### config.mk
export PLATFORM = sky130hd
export DESIGN_NAME = fpd_div
export DESIGN_NICKNAME = d
export VERILOG_FILES = /design/src/rtl/fpd_pkg.sv /design/src/rtl/fpd_div.sv
export SDC_FILE = /design/constraint.sdc
export NUM_CORES = 1
export LEC_CHECK = 0
export BUFFER_PORTS_ARGS = -buffer_cell sky130_fd_sc_hd__buf_2
export CORE_MARGIN = 8
export CORE_UTILIZATION = 60
export DETAILED_ROUTE_END_ITERATION = 6
export MAX_ROUTING_LAYER = met4
export PLACE_DENSITY = 0.76
export SYNTH_ARGS = -nofsm -noshare
export SYNTH_HDL_FRONTEND = slang
export SYNTH_SLANG_ARGS = --single-unit
### constraint.sdc
create_clock -name i_clk -period 3.4 [get_ports i_clk]
set_input_delay 0.51 -clock i_clk [delete_from_list [all_inputs] [get_ports i_clk]]
set_output_delay 0.51 -clock i_clk [all_outputs]
set_load 0.01 [all_outputs]
### src/rtl/fpd_pkg.sv
// Shared constants and types for the fuzzy PD controller.
// No dependencies; used by fuzzy_pd_controller and fpd_div.
package fpd_pkg;

    localparam int DATA_WIDTH_DEF = 16;
    localparam int REG_W          = 15;
    localparam int Q_SHIFT        = 16;
    localparam int MEM_W          = Q_SHIFT + 1;
    localparam int MIN_STRENGTH   = 6;

    localparam logic [REG_W-1:0] ERROR_RANGE_RST = 15'd8192;
    localparam logic [REG_W-1:0] RATE_RANGE_RST  = 15'd8192;
    localparam logic [REG_W-1:0] OUTPUT_MAX_RST  = 15'd16384;

    typedef enum logic [1:0] {
        CFG_ERROR_RANGE = 2'd0,
        CFG_RATE_RANGE  = 2'd1,
        CFG_OUTPUT_MAX  = 2'd2
    } t_cfg_idx;

endpackage

### src/rtl/fpd_div.sv
// Pipelined restoring divider, one quotient bit per stage, several lanes.
// Uses fpd_pkg for its default quotient width; instantiated by fuzzy_pd_controller.
module fpd_div #(
    parameter int LANES = 1,
    parameter int NW    = 32,
    parameter int DW    = 16,
    parameter int QW    = fpd_pkg::MEM_W,
    parameter int SW    = 1
) (
    input  logic          i_clk,
    input  logic          i_rst_n,
    input  logic          i_en,
    input  logic          i_valid,
    input  logic [NW-1:0] i_num [LANES],
    input  logic [DW-1:0] i_den [LANES],
    input  logic [SW-1:0] i_side,
    output logic          o_valid,
    output logic [QW-1:0] o_quo [LANES],
    output logic [SW-1:0] o_side
);

    logic [QW:0]   r_vld;
    logic [NW-1:0] r_num  [0:QW][LANES];
    logic [DW-1:0] r_den  [0:QW][LANES];
    logic [DW-1:0] r_rem  [0:QW][LANES];
    logic [QW-1:0] r_q    [0:QW][LANES];
    logic [SW-1:0] r_side [0:QW];
    logic [DW-1:0] n_rem  [1:QW][LANES];
    logic [QW-1:0] n_q    [1:QW][LANES];

    always_comb begin
        logic [DW:0] t;
        logic        ge;
        for (int s = 1; s <= QW; s++) begin
            for (int l = 0; l < LANES; l++) begin
                t  = {r_rem[s-1][l], r_num[s-1][l][QW-s]};
                ge = (t >= {1'b0, r_den[s-1][l]});
                n_rem[s][l] = ge ? DW'(t - {1'b0, r_den[s-1][l]}) : DW'(t);
                n_q[s][l]   = r_q[s-1][l];
                n_q[s][l][QW-s] = ge;
            end
        end
    end

    always_ff @(posedge i_clk) begin
        if (!i_rst_n) begin
            r_vld <= '0;
        end else if (i_en) begin
            r_vld <= {r_vld[QW-1:0], i_valid};
        end
    end

    always_ff @(posedge i_clk) begin
        if (i_en) begin
            r_side[0] <= i_side;
            for (int l = 0; l < LANES; l++) begin
                r_num[0][l] <= i_num[l];
                r_den[0][l] <= i_den[l];
                r_rem[0][l] <= DW'(i_num[l] >> QW);
                r_q[0][l]   <= '0;
            end
            for (int s = 1; s <= QW; s++) begin
                r_side[s] <= r_side[s-1];
                for (int l = 0; l < LANES; l++) begin
                    r_num[s][l] <= r_num[s-1][l];
                    r_den[s][l] <= r_den[s-1][l];
                    r_rem[s][l] <= n_rem[s][l];
                    r_q[s][l]   <= n_q[s][l];
                end
            end
        end
    end

    assign o_valid = r_vld[QW];
    assign o_side  = r_side[QW];
    always_comb begin
        for (int l = 0; l < LANES; l++) begin
            o_quo[l] = r_q[QW][l];
        end
    end

endmodule

; ---- Word-level counts from Yosys, hierarchy flattened
; Memories as Yosys holds them, arrays and structs flattened.
; Cells that the tools add are included.
[totals]
ff_bits = 18
ramBits = 1476
input_bits = 53
out_inout_bits = 19
wordCells = 59
mem_count = 5
[classes]
add_sub_neg = 17
order_cmp = 17
n_mux = 19
[memory_table]
columns = name, words, width, rd, rd_ports_with_merged_regs, write_ports, line_no
row1 = r_num, 18, 32, 17, 0, 18, fpd_div.sv:23  ; logic [NW-1:0] r_num [0:QW][LANES];
row2 = r_q, 18, 17, 18, 0, 18, fpd_div.sv:26  ; logic [QW-1:0] r_q [0:QW][LANES];
row3 = r_den, 18, 16, 17, 0, 18, fpd_div.sv:24  ; logic [DW-1:0] r_den [0:QW][LANES];
row4 = r_rem, 18, 16, 17, 0, 18, fpd_div.sv:25  ; logic [DW-1:0] r_rem [0:QW][LANES];
row5 = r_side, 18, 1, 18, 0, 18, fpd_div.sv:27  ; logic [SW-1:0] r_side [0:QW];
[ops]
columns = op, count
row1 = 17-bit by 16-bit greater-or-equal comparator with 1-bit output, 17
row2 = 16-bit 2-to-1 mux, 17
row3 = 16-bit subtractor, 17
row4 = 1-bit 2-to-1 mux, 2

; ---- Longest topological paths before layout
[depth]
ltp_word = 2
ltp_mapped = 13
ltp_nobuf = 12

; ---- Least setup slack after synthesis
; OpenSTA, ideal clock, no wires.
[synth_timing]
path_type = register to register
startpoint = memory r_den[11][1] in the netlist's numbering
endpoint = memory r_rem[12][10] in the netlist's numbering, data pin
setup_time_ps = 260
t_arrival_ps = 2795
required_ps = 3140
path_slack_ps = 344
stages_incl_launch_ff = 13
path_buffers = 2
synth_period_minus_slack_ps = 3056
cell_sequence = edfxtp_1 -> inv_1 -> ha_1 -> nor2b_1 -> o31a_1 -> o311a_1 -> o31ai_4 -> o21ai_1 -> a31o_1 -> a211o_1 -> buf_6 -> buf_6 -> mux2_4
[synth_rtl]
columns = element, line_no
row1 = from (decl), fpd_div.sv:24
row2 = to (decl), fpd_div.sv:25

==> results.cfg <==
[run_status]
status = complete, no violations

[clock_tree]
cts_made_buffers = 94
h-tree-depth = 3
cts_tree = built
cts_buffer_depth = 3
clock_sinks = 885
root_buffer = clkbuf_16
clk_pin_slew_worst_paths_ns = 0.06
clock_latency_ns = 0.64

[route]
vias_per_cell = 5.70
wirelength_um = 82700
firstDrtPassIters = 7
drt-initial-drc-count = 2000
drc = 0
vias = 25000
ant_nets = 0
wire_per_inst_um = 18.9

[sta]
fmax_mhz = 311
final_hold_viol_count = 0
slew_headroom = 0.457
rsz0062_at_grt = false
finalCriticalPeriod_ns = 3.22
maxSlewViolCount = 0
min_period_over_period = 0.947
finalSetupTns_ns = 0
setup_viol_count_final = 0
hold_slack_ns = 0.0406
worst_slew_pin_slew_ns = 0.807
skew_ns = 0.0179

[pwr]
peakVddDrop_uv = 461
p_leak_nw = 18.9
power_density_nw_per_um2 = 890

[floorplan]
pin_count = 72
placeableCoreArea_um2 = 69700
die_h_um = 281
start_util = 0.603
num_rows = 97
die_x_um = 281
die-area_um2 = 78800

[synthesis]
yosysMostFrequentCell = edfxtp_1
synth_area_um2 = 42000
synth_top_cell_by_area = edfxtp_1
yosysSeqAreaShare = 0.628
ys.flop_type = edfxtp_1
synthTopCellsByArea = edfxtp_1, ha_1, inv_1
synth_common_cells = edfxtp_1, inv_1, ha_1
synth_top_area_share = 0.620
avgSynthCellArea_um2 = 13.2
synth_edf_count = 867
ys_types = 74
synth_nets = 3518
ys_warn_count = 0
syn_inst = 3177
synthArstFlopShare = 0
ys_ff_latch = 885

[cells_and_area]
antenna_cells = 0
layout-drive-gt1-share = 0.123
final_nets = 3709
area_growth_pct = 12.4

[global_routing]
first_global_vias = 25000
grt_overflow = 0
grt_max_degree = 90
grt_use_total = 0.215
antenna_found_initial = 0
grt_pass1_wl_um = 132000

[setup_path]
worstPathArrival_ns = 3.61
crit_slowest_cell = edfxtp_1
cp.required_ns = 3.79
start_kind = flop
slowest_delay_ns = 0.49
worst-path-max-fanout = 9
cp_cell_sequence = inv_1, ha_1, nor2b_1, o211ai_1, nand3_1, a21oi_1, o22ai_1, o41a_1, o21ai_0, nand2_1, buf_4, mux2i_1
cp-end-kind = flop
worstSetupPathType = flop to flop

[flow_run]
max_cap_violations = 0

[place]
portBuffers = 71
dp_hpwl_um = 59500
gp_congestion = 0.906

[hold_path]
min_path_type = input port to flop
==> routing by layer <==
metal  up-vias  global-route usage  part of all wire
met5         -                   -                 0
met4         0              0.0692             0.032
met3       174              0.0337             0.048
met2       652               0.345              0.48
met1     12000               0.282              0.44
li1      12100                   -                 -
==> report_power, final <==
group          total, mW  leakage (nW)  switching [mW]  internal [mW]
registers           16.4          8.61            1.24           15.2
clock network       10.2          1.50            4.16           6.06
logic               15.4          8.80            8.37           7.05
==> critical path, delay by kind of cell (launching register included) <==
kind | cells | cell delay, ns
DFF | 1 | 0.49
muxes | 1 | 0.36
and+or+nand+nor | 3 | 0.36
adders and majority gates | 1 | 0.32
buffers and inverters | 2 | 0.27
AOI/OAI and AO/OA | 5 | 1.17
==> registers in the layout, summed over array words and instances (netlist names) <==
name and count:
r_den 272, r_num 168, r_q 153, r_side 18, r_rem 256, r_vld 18
==> per-stage QoR <==
step	cells	power (mW)	instance area, um2	util	setup WS, ns
floorplan	3177	27.5	42000	-	0.344
global placement	4212	31.2	44100	0.633	0.186
detailed placement	4212	31.7	44100	0.633	0.107
CTS	4384	42.1	47200	0.678	0.0476
global route	4384	44.5	47200	0.678	0.00209
finish	4384	42.0	47200	0.678	0.180
==> cell usage in the layout, fill, tap and decap left out, types with 16 or more instances in the layout <==
master	count
edfxtp_1	867
inv_1	338
ha_1	272
a21oi_1	219
nor2_1	186
o21ai_0	149
nand2_1	144
xnor2_1	110
mux2_2	108
clkbuf_16	94
a21o_1	82
xor2_1	76
buf_2	70
nor2b_1	66
buf_4	55
nand2b_1	44
o21a_1	39
nor3_1	37
nand3_1	34
nand4_1	31
mux2i_1	27
a31oi_1	25
clkinv_1	21
a211oi_1	19
dfxtp_1	18
and3_1	17
o21bai_1	16
fa_1	16
clkbuf_1	16
buf_12	16
==> area by class of cell <==
| cell class | count | area [um2] |
|---|---|---|
| flip-flops and latches | 885 | 26400 |
| fillers | 4913 | 22400 |
| multi-input cells | 1907 | 14200 |
| clock buffers | 113 | 2450 |
| inverters | 338 | 1270 |
| well taps | 940 | 1180 |
| repair buffers | 142 | 1100 |
| clock inverters | 59 | 643 |
==> repair_timing <==
item / in CTS / in global routing
setup endpoints to repair: 0 / 49
resized for setup: 0 / 7
setup buffers: 0 / 0
hold buffers: 0 / 0
==> path summary, 6_finish.rpt <==
| path | from | endpoint | slack [ns] | cells past startpoint |
|---|---|---|---|---|
| setup / recovery | r_den[12][1]$_DFFE_PP_ | r_rem[13][1]$_DFFE_PP_ | 0.18 | 12 |
| setup reg to reg | r_den[12][1]$_DFFE_PP_ | r_rem[13][1]$_DFFE_PP_ | 0.18 | 12 |
| hold reg to reg | r_num[15][0]$_DFFE_PP_ | r_num[16][0]$_DFFE_PP_ | 0.41 | 0 |
| hold / removal | i_den[10] | r_den[0][10]$_DFFE_PP_ | 0.04 | 1 |
==> cell families (layout without fill, tap and decap cells) <==
family                   count (synthesis)  after routing  synth area share
buffers and inverters                  385            652            0.0353
adder cells (fa/ha/maj)                288            288            0.0886
XOR/XNOR                               186            186            0.0388
flip-flops                             885            885             0.628
AO/OA/AOI/OAI                          683            683             0.103
AND/OR/NAND/NOR                        612            612            0.0702
multiplexers                           138            138            0.0364
Note: power is estimated with default switching activity, not from simulation.
